**src/design/cvh_pkg.sv**
```systemverilog
// shared constants, types and codes for the 2d gift-wrap convex hull core
package cvh_pkg;

   // point store sizing
   localparam int MAX_POINTS = 64;
   localparam int COORD_BITS = 24;
   localparam int IDX_W      = $clog2(MAX_POINTS);
   localparam int CNT_W      = $clog2(MAX_POINTS + 1);

   // arithmetic widths
   localparam int DIFF_W = COORD_BITS + 1;
   localparam int PROD_W = 2 * DIFF_W;
   localparam int CMP_W  = PROD_W + 2;

   // stream field layout
   localparam int FIELD_COORD_W = 24;
   localparam int SEED_W        = 6;
   localparam int HULL_IDX_W    = 6;
   localparam int STATUS_W      = 2;
   localparam int TOL_W         = 24;
   localparam int X_LSB         = 0;
   localparam int Y_LSB         = X_LSB + FIELD_COORD_W;
   localparam int FROM_LSB      = Y_LSB + FIELD_COORD_W;
   localparam int TO_LSB        = FROM_LSB + SEED_W;
   localparam int REQ_DATA_W    = 64;
   localparam int RSP_DATA_W    = 8;

   typedef logic signed [COORD_BITS-1:0] coord_type;
   typedef logic signed [DIFF_W-1:0]     diff_type;
   typedef logic signed [PROD_W-1:0]     prod_type;
   typedef logic signed [CMP_W-1:0]      cmp_type;
   typedef logic [PROD_W-1:0]            len_type;
   typedef logic [TOL_W-1:0]             tol_type;
   typedef logic [IDX_W-1:0]             idx_type;
   typedef logic [CNT_W-1:0]             cnt_type;

   // final result status codes
   typedef enum logic [STATUS_W-1:0] {
      ST_OK       = 2'd0,
      ST_TOO_LONG = 2'd1,
      ST_NO_SUCC  = 2'd2
   } status_type;

   // status of the cross product pipeline
   typedef struct packed {
      logic busy;
      logic hit;
   } cross_stat_type;

endpackage

```
**src/design/cvh_point_mem.sv**
```systemverilog
// point coordinate store, one write port and one registered read port
module cvh_point_mem (
   input  logic              clock,
   input  logic              wr_en,
   input  cvh_pkg::idx_type   wr_addr,
   input  cvh_pkg::coord_type wr_x,
   input  cvh_pkg::coord_type wr_y,
   input  cvh_pkg::idx_type   rd_addr,
   output cvh_pkg::coord_type rd_x,
   output cvh_pkg::coord_type rd_y
);
   import cvh_pkg::*;

   coord_type x_mem [MAX_POINTS];
   coord_type y_mem [MAX_POINTS];

   // write port
   always_ff @(posedge clock) begin
      if (wr_en) begin
         x_mem[wr_addr] <= wr_x;
         y_mem[wr_addr] <= wr_y;
      end
   end

   // read port, registered
   always_ff @(posedge clock) begin
      rd_x <= x_mem[rd_addr];
      rd_y <= y_mem[rd_addr];
   end

endmodule

```
**config.mk**
```make
export PLATFORM = sky130hd
export DESIGN_NAME = cvh_point_mem
export DESIGN_NICKNAME = d
export VERILOG_FILES = /design/src/design/cvh_pkg.sv /design/src/design/cvh_point_mem.sv
export SDC_FILE = /design/constraint.sdc
export NUM_CORES = 2
export LEC_CHECK = 0
export ABC_AREA = 0
export ABC_CLOCK_PERIOD_IN_PS = 13450
export BUFFER_PORTS_ARGS = -buffer_cell sky130_fd_sc_hd__clkbuf_2
export CAP_MARGIN = 20
export CELL_PAD_IN_SITES_DETAIL_PLACEMENT = 1
export CELL_PAD_IN_SITES_GLOBAL_PLACEMENT = 1
export CORE_MARGIN = 4
export CORE_UTILIZATION = 50
export DETAILED_ROUTE_END_ITERATION = 8
export GPL_TIMING_DRIVEN = 0
export HOLD_SLACK_MARGIN = 0.12
export MAX_ROUTING_LAYER = met4
export PLACE_DENSITY_LB_ADDON = 0.05
export SYNTH_ARGS = -nofsm -noshare
export SYNTH_HDL_FRONTEND = slang
export SYNTH_SLANG_ARGS = --single-unit
```
**constraint.sdc**
```tcl
create_clock -name clock -period 13.45 [get_ports clock]
set_input_delay 4.035 -clock clock [delete_from_list [all_inputs] [get_ports clock]]
set_output_delay 4.035 -clock clock [all_outputs]
set_load 0.05 [all_outputs]
```
==> out/metrics.csv <==
stage;metric;value;unit
status;outcome;finished clean;
sta;setup_tns;0;ns
setup_path;crit_arrival;8.23;ns
finish;fillers;19200;
routing;first_pass_iters;5;
placed_design;dp_hpwl;247;mm
cts;cts_tree;built;
finish;layout-drive-gt1-share;30.6;%
setup_path;timing.critical_path.mode_cell;buf_2;
finish;nets;5828;
yosys;synth_top_cell_area_share;78.4;%
routing;avgRoutedWirePerCell;39.9;um
floorplan;fp.dieArea;0.243;sq mm
setup_path;path_cells;clkbuf_2 > buf_4 > nor2b_1 > buf_2 > nand2_1 > buf_2 > buf_1 > o22ai_1 > nor4_1 > o22a_1;
cts;cts_buffer_depth;4;
sta;hold_viol;0;
yosys;synth_area;0.118;sq mm
setup_path;slowest_stage;nor4_1;
sta;rsz0062_at_grt;no;
finish;final_util;58.8;%
pwr;leakage;43.2;nW
setup_path;critPathCaptureType;register;
yosys;synth.area.top_cells;edfxtp_1 (78%), mux4_2 (13%), mux2i_1 (1.1%), o22ai_1 (1.1%), dfxtp_1 (0.82%);
setup_path;slowest_delay;0.97;ns
yosys;ys_seq_area_share;79.2;%
cts;htreeDepth;5;
cts;hold_buffers;0;
yosys;ys_seq_elements;3120;
grt;antenna_found_initial;17;
pwr;power.total;20.7;mW
sta;finClkSkew;0.0440;ns
setup_path;cp_top_family;buffers and inverters;
yosys;async_reset_ff_share;0;%
placed_design;gp_congestion;0.810;
cts;cts_root_buffer;clkbuf_16;
cts;cts-resized-gates;0;
cts;clock-sinks;3120;
cts;clk_pin_slew_worst_paths;0.06;ns
setup_path;worst-path-buf-inv;5;
grt;grt_overflow;0;
routing;vias;59700;
routing;ant_nets;0;
sta;fmax;136;MHz
placed_design;place_ws;5.18;ns
yosys;syn_nets;5166;
cts;cts_setup_buffers;0;
pwr;ir_drop;138;uV
floorplan;fp.dieH;493;um
sta;final-max-slew-violation-count;0;
grt;track_usage;31.0;%
setup_path;setup.worst_path.class;primary input to register;
routing;finalWirelength;366;mm
grt;grt_pass1_wl;504;mm
routing;drt_iter0_markers;8532;
yosys;yosys-top-cells-count;edfxtp_1 (3072), mux4_2 (695), o22ai_1 (201);
sta;relSlewSlack;2.96;%
yosys;yosys.area.top_type;edfxtp_1;
floorplan;core-area;0.233;sq mm
floorplan;ios;110;
yosys;netlist_instances;5104;
sta;period_share;54.7;%
sta;layout_min_cycle_time;7.36;ns
floorplan;fp.dieW;493;um
grt;grt_pass1_vias;60900;
sta;tightest_slew;1.46;ns
yosys;synth_edf_count;3072;
hold_path;hold_path.class;register to register;
finish;syn_to_final_growth;16.6;%
floorplan;fp-row-count;177;
routing;via_per_inst;6.51;
setup_path;start_kind;primary input;
job;maxCapViolCount;0;
yosys;yosysMostFrequentCell;edfxtp_1;
yosys;yosys_most_used_dff;edfxtp_1;
sta;setup_ws;6.09;ns
yosys;syn_avg_cell_area;23.0;sq um
cts;worst_skew_pair.late_latency;0.95;ns
cts;cts-buffers-inserted;335;
placed_design;portBuffers;103;
floorplan;start_util;50.4;%
setup_path;worstPathRequired;14.32;ns
pwr;p_per_area;151;mW/mm^2
sta;finalSetupViolCount;0;
grt;grt_max_degree;65;
routing;route.detailed.drc;0;
yosys;yosysUniqueCellTypes;44;
setup_path;path_max_fanout;10;
yosys;synth_warnings;0;
## per-stage QoR
stage	instances	instance area, sq um	hold WS [ns]
floorplan	5104	118000	0.757
global placement	8339	122000	0.871
detailed placement	8548	127000	0.865
CTS	9129	137000	0.880
global route	9153	137000	0.897
finish	9161	137000	0.873
## sequential cells by signal (all words and copies together), names as in the netlist
| name | count |
|---|---|
| x_mem | 1536 |
| rd_y | 24 |
| rd_x | 24 |
| y_mem | 1536 |
## worst register-to-register path, delay by kind of cell (launching register included)
kind	cells	cell delay, ns
AND/OR/NAND/NOR	1	0.12
multiplexers	1	0.48
flip-flops	1	0.37
AO/OA/AOI/OAI	3	1.32
## path summary, 6_finish.rpt
| kind | from | endpoint | slack, ns | depth (start not counted) |
|---|---|---|---|---|
| worst min-delay path | x_mem[40][22] | rd_x[22] | 0.87 | 4 |
| worst min register to register | x_mem[40][22] | rd_x[22] | 0.87 | 4 |
| worst max register to register | x_mem[44][8] | rd_x[8] | 10.95 | 5 |
| worst max-delay path | rd_addr[2] | rd_y[7] | 6.09 | 10 |
## cells by family (layout without fill, tap and decap cells)
kind of cell    count (synthesis)  count (layout)  synth area share [%]
compound gates                485             485                  2.93
buf+inv                       296            1202                  1.47
flops                        3120            3120                  79.2
mux                           895             895                  15.1
other cells                     0              19                     0
simple gates                  308             308                  1.28
## metal layers
metal	vias up	GRT usage, %	part of all wire, %
li1	23300	-	-
met3	538	5.59	8.6
met5	-	-	0
met1	32700	42.8	40
met2	3066	48.0	48
met4	0	9.35	3.5
## placed cells by master, fill, tap and decap left out, types with 50 or more instances in the layout
cell type	Yosys	final
mux4_2	695	695
mux2_2	74	74
mux2i_1	126	126
o21ai_0	50	50
nor2_1	115	51
o22ai_1	201	201
clkbuf_2	2	105
clkinv_2	0	59
clkbuf_16	0	344
clkbuf_1	87	161
buf_12	0	166
edfxtp_1	3072	3072
o221ai_1	65	65
clkinv_1	0	65
buf_2	102	105
buf_4	66	85
nor2_4	0	64
## report_power, final
part           total (mW)  leakage, nW  switching (mW)  internal [mW]
Clock                8.73         5.00            3.69           5.04
Combinational        1.23         10.1           0.836          0.396
Sequential           10.8         28.0          0.0209           10.8
Total                20.7         43.2            4.54           16.2
## layout make-up
| cell class | count | area [sq um] | share of cell area, % |
|---|---|---|---|
| Timing Repair Buffer | 325 | 4770 | 3.48 |
| Tap cell | 3132 | 3920 | 2.86 |
| Multi-Input combinational cell | 1688 | 23300 | 17.0 |
| Sequential cell | 3120 | 93200 | 68.0 |
| Antenna cell | 19 | 47.5 | 0.0347 |
| Clock inverter | 151 | 1140 | 0.835 |
| Clock buffer | 430 | 9040 | 6.59 |
| Buffer | 295 | 1720 | 1.26 |
| Inverter | 1 | 3.75 | 0.00274 |
Note: power is estimated with default switching activity, not from simulation.
