**src/design/cvh_pkg.sv**
```systemverilog
// shared constants, types and codes for the 2d gift-wrap convex hull core
package cvh_pkg;

   // point store sizing
   localparam int MAX_POINTS = 64;
   localparam int COORD_BITS = 24;
   localparam int IDX_W      = $clog2(MAX_POINTS);
   localparam int CNT_W      = $clog2(MAX_POINTS + 1);

   // arithmetic widths
   localparam int DIFF_W = COORD_BITS + 1;
   localparam int PROD_W = 2 * DIFF_W;
   localparam int CMP_W  = PROD_W + 2;

   // stream field layout
   localparam int FIELD_COORD_W = 24;
   localparam int SEED_W        = 6;
   localparam int HULL_IDX_W    = 6;
   localparam int STATUS_W      = 2;
   localparam int TOL_W         = 24;
   localparam int X_LSB         = 0;
   localparam int Y_LSB         = X_LSB + FIELD_COORD_W;
   localparam int FROM_LSB      = Y_LSB + FIELD_COORD_W;
   localparam int TO_LSB        = FROM_LSB + SEED_W;
   localparam int REQ_DATA_W    = 64;
   localparam int RSP_DATA_W    = 8;

   typedef logic signed [COORD_BITS-1:0] coord_type;
   typedef logic signed [DIFF_W-1:0]     diff_type;
   typedef logic signed [PROD_W-1:0]     prod_type;
   typedef logic signed [CMP_W-1:0]      cmp_type;
   typedef logic [PROD_W-1:0]            len_type;
   typedef logic [TOL_W-1:0]             tol_type;
   typedef logic [IDX_W-1:0]             idx_type;
   typedef logic [CNT_W-1:0]             cnt_type;

   // final result status codes
   typedef enum logic [STATUS_W-1:0] {
      ST_OK       = 2'd0,
      ST_TOO_LONG = 2'd1,
      ST_NO_SUCC  = 2'd2
   } status_type;

   // status of the cross product pipeline
   typedef struct packed {
      logic busy;
      logic hit;
   } cross_stat_type;

endpackage

```
**src/design/cvh_cross_pipe.sv**
```systemverilog
// orientation test pipeline: flags points right of the candidate edge
module cvh_cross_pipe (
   input  logic                    clock,
   input  logic                    reset,
   input  logic                    issue,
   input  cvh_pkg::coord_type       rd_x,
   input  cvh_pkg::coord_type       rd_y,
   input  cvh_pkg::coord_type       xc,
   input  cvh_pkg::coord_type       yc,
   input  cvh_pkg::diff_type        dx,
   input  cvh_pkg::diff_type        dy,
   input  cvh_pkg::tol_type         tol,
   output cvh_pkg::cross_stat_type  stat
);
   import cvh_pkg::*;

   logic     v0_ff, v1_ff, v2_ff;
   logic     right_ff;
   prod_type p1_ff, p2_ff;
   diff_type ex, ey;
   cmp_type  cmp_sum;

   // offsets of the tested point from the current vertex
   assign ex = diff_type'(rd_x) - diff_type'(xc);
   assign ey = diff_type'(rd_y) - diff_type'(yc);

   // cross product plus tolerance, negative means outside
   assign cmp_sum = cmp_type'(p1_ff) - cmp_type'(p2_ff) + cmp_type'(tol);

   // valid tags follow the memory read and the two stages
   always_ff @(posedge clock) begin
      if (reset) begin
         v0_ff <= 1'b0;
         v1_ff <= 1'b0;
         v2_ff <= 1'b0;
      end else begin
         v0_ff <= issue;
         v1_ff <= v0_ff;
         v2_ff <= v1_ff;
      end
   end

   // products, then sign of the difference
   always_ff @(posedge clock) begin
      p1_ff    <= dx * ey;
      p2_ff    <= dy * ex;
      right_ff <= cmp_sum[CMP_W-1];
   end

   assign stat.busy = v0_ff | v1_ff | v2_ff;
   assign stat.hit  = v2_ff & right_ff;

endmodule

```
**config.mk**
```make
export PLATFORM = sky130hd
export DESIGN_NAME = cvh_cross_pipe
export DESIGN_NICKNAME = d
export VERILOG_FILES = /design/src/design/cvh_pkg.sv /design/src/design/cvh_cross_pipe.sv
export SDC_FILE = /design/constraint.sdc
export NUM_CORES = 2
export LEC_CHECK = 0
export BUFFER_PORTS_ARGS = -buffer_cell sky130_fd_sc_hd__buf_4
export CAP_MARGIN = 15
export CORE_MARGIN = 3
export CORE_UTILIZATION = 60
export DETAILED_ROUTE_END_ITERATION = 8
export PLACE_DENSITY = 0.86
export SLEW_MARGIN = 20
export SYNTH_ARGS = -nofsm -noshare
export SYNTH_HDL_FRONTEND = slang
export SYNTH_SLANG_ARGS = --single-unit
```
**constraint.sdc**
```tcl
create_clock -name clock -period 10.6 [get_ports clock]
set_clock_uncertainty 0.15 [all_clocks]
set_input_delay 2.12 -clock clock [delete_from_list [all_inputs] [get_ports clock]]
set_output_delay 2.12 -clock clock [all_outputs]
set_load 0.05 [all_outputs]
```
==> metrics.txt <==
Post-synth EDFFs=0; final std cells w/o fill=7,179; multiplexer share of the synthesized area=0.08650%; worst slew pin tran=0.8467 ns; Top cell by count, worst path=fa_1; # hold bufs at CTS=0; post-synthesis cell area=52,070 um^2; Hold Startpoint=v1_ff$_SDFF_PP0_; post-synthesis cell type count=80; GP Congestion=0.9226; largest net degree at the start of global routing=30; Max-Cap Viols=0; total gr overflow=0; WS Path Type=primary input to register; reg2reg path depth=12; CP max stage delay=0.58 ns; arrival time at the worst endpoint=10.48 ns; hold endpoint=v2_ff$_SDFF_PP0_; most common cell in the netlist=inv_1; core area=85,550 um^2; DP Area=about 57,000 um^2; Finished Cell Area=57,870 um^2; total clock sinks=104; crit-path max FO=15; FF+latch count, synth=between 100 and 150; via count=40.41k; Synth Area in Simple Gates=14.32%; H-tree Lvls=3; Clock Latency Late Sink=0.37 ns; r2r startpoint=p1_ff[17]$_DFF_P_; drt wl/cell=around 18 um; Post-synth top cells=1,419 x inv_1, 1,341 x fa_1, 850 x nand2_1, 407 x ha_1, 280 x and2_1; die width=300.6 um; Slew headroom=42.84%; Synth Area in Adders=61.33%; Compound-Gate Fraction of Synth Area=5.735%; Buffers & Inverters on Critical Path=8; Syn Area/Cell=9.152 um^2; Seq/Total Area, Yosys=~4%; Tcrit/Tclk final=between 90% and 100%; final setup fails=0; I/O pin cnt=175; share of cells above drive strength 1=a little under an eighth; clock root buffer=clkbuf_16; status=finished, final reports clean; r2r setup slk=6.63 ns; Placed Instances=between 7k and 8k; Async SR Flop Fraction=0%; CP top delay family=adder cells; area leader, netlist=fa_1; dpl hpwl=113.0 mm; first-iteration detailed-routing DRC count=2,844; area delta synth->final=11.13%; Total Wirelength=132.0 mm; clock slew at reported path FFs=0.07 ns; FP Rows=107; Final min period=10.37 ns; Setup WS pre-CTS=-0.3755 ns; CP Launch Type=primary input; # port buffers=approximately 170; # DRC=0; TritonCTS clock tree=done; Area contributors post-synth=fa_1 52%, inv_1 10%, ha_1 9.8%; final hold viol count=0; fmax=just under 0.1 GHz; die area=about 90,000 um^2; TritonRoute pass-1 iters=6; Die H=300.6 um; CTS Buf Count=9; Initial Util=60.87%; CP max stage cell=fa_1; vias in the first global route=45.84k; CTS Buffer Depth=2; Setup crit end kind=register; Tot GR Track Use=30.72%; ys flop type=dfxtp_1; Max Slew Vio Count=0; Final WS setup=0.2281 ns; Reg-to-Reg End=right_ff$_DFF_P_; number of synthesis warnings=0; global-route wire length before repair=between 200 and 250 mm; final-layout fill cell count=6,235; initial antenna violation count=5; Vias per Instance=~5.6; Final ANT Viol Nets=0; main combinational cell family by area after synthesis=adder cells; hold path depth=1; Cells after Synth=between 5k and 6k; Post-Syn Nets=7,611; share of the synthesized area in the top cell type=51.55%; Critical Path RT=10.70 ns; HP Class=register to register; post-synthesis xor/xnor area fraction=2.588%; # nets final=approximately 8.0k
-- state kept, by name, indices dropped and copies added, names as in the netlist --
signal and cells:
v1_ff 1, v0_ff 1, right_ff 1, p2_ff 50
p1_ff 50, v2_ff 1
-- cell type report --
cell class | instances | area [um^2] | share of cell area, %
repair buffers | 558 | 4472 | 7.727
flip-flops and latches | 104 | 2082 | 3.598
multi-input cells | 3936 | 44250 | 76.46
inverters | 1420 | 5330 | 9.210
clock inverters | 6 | 78.83 | 0.1362
well taps | 1144 | 1431 | 2.473
clock buffers | 9 | 225.2 | 0.3892
diodes | 2 | 5.005 | 0.008648
-- worst max path at each step --
stage | slack (ns) | to | from | cells past startpoint
6_report | 0.23 | p2_ff[49]$_DFF_P_ | rd_x[2] | 35
5_1_grt | -0.08 | p2_ff[49]$_DFF_P_ | xc[2] | 36
2_1_floorplan | 0.32 | p1_ff[47]$_DFF_P_ | rd_y[0] | 35
3_3_place_gp | -0.05 | p2_ff[47]$_DFF_P_ | rd_x[0] | 38
3_5_place_dp | -0.38 | p2_ff[49]$_DFF_P_ | xc[1] | 35
4_1_cts | 0.001 | p2_ff[47]$_DFF_P_ | xc[1] | 34
-- per-layer routing --
layer | global-route usage (%) | wire [um] | up-vias
met1 | 36.92 | 45580 | 20380
li1 | - | - | 17360
met5 | 0 | 44 | -
met3 | 4.960 | 10970 | 647
met4 | 17.92 | 9037 | 6
met2 | 52.55 | 66390 | 2017
-- cells in the final DEF, fill, tap and decap left out, drive strengths merged, types with 8 or more instances in the layout --
| cell | Yosys | layout |
|---|---|---|
| inv | 1419 | 1421 |
| fa | 1341 | 1341 |
| nand2 | 852 | 852 |
| buf | 12 | 558 |
| ha | 407 | 407 |
| and2 | 282 | 282 |
| a21oi | 140 | 140 |
| nor2b | 131 | 131 |
| nor2 | 118 | 118 |
| xnor2 | 115 | 115 |
| dfxtp | 104 | 104 |
| o21ai | 80 | 80 |
| a21o | 75 | 75 |
| xor2 | 38 | 38 |
| nand3 | 37 | 37 |
| nand2b | 31 | 31 |
| nor3 | 27 | 27 |
| nor3b | 26 | 26 |
| o21a | 25 | 25 |
| o21bai | 25 | 25 |
| nand4 | 25 | 25 |
| a31oi | 14 | 14 |
| o31ai | 11 | 11 |
| or2 | 11 | 11 |
| clkbuf | 218 | 9 |
| o211ai | 9 | 9 |
| or3 | 8 | 8 |
-- logic make-up (layout without fill, tap and decap cells) --
group                    Yosys count  in the layout
adder cells (fa/ha/maj)         1748           1748
buffers and inverters           1650           1993
AND/OR/NAND/NOR                 1577           1577
AO/OA/AOI/OAI                    454            454
XOR/XNOR                         153            153
flip-flops                       104            104
multiplexers                       4              4
other                              0              2
-- worst reg2reg max path: stages (launching register included) --
cell and delay (ns):
dfxtp_1 0.33, inv_1 0.06, fa_1 0.50, inv_1 0.05
ha_1 0.28, a21o_1 0.19, a211oi_1 0.34, o21ai_0 0.24
a311oi_1 0.31, a21oi_1 0.19, o311ai_0 0.79, and3_1 0.27
mux2_2 0.21
-- per-stage QoR --
step	TNS (ns)	hold WS [ns]	utilization (%)
detailed placement	-2.272	0.3061	67.02
finish	0	0.3139	67.65
global placement	-0.09494	0.2882	67.02
global route	-0.2196	0.3295	67.64
floorplan	0	0.2809	-
CTS	0	0.3197	67.38
-- timing repair --
action | 4_1_cts | 5_1_grt
gates resized for setup | 1 | 54
buffers inserted | 0 | 3
pin swaps | 0 | 17
endpoints found under the setup margin | 1 | 26
endpoints found under the hold margin | 0 | 0
cloned | 0 | 0
Power is left out: the tool's default activity adds up to more than one toggle a clock period on the data nets, which glitch-free logic cannot reach.
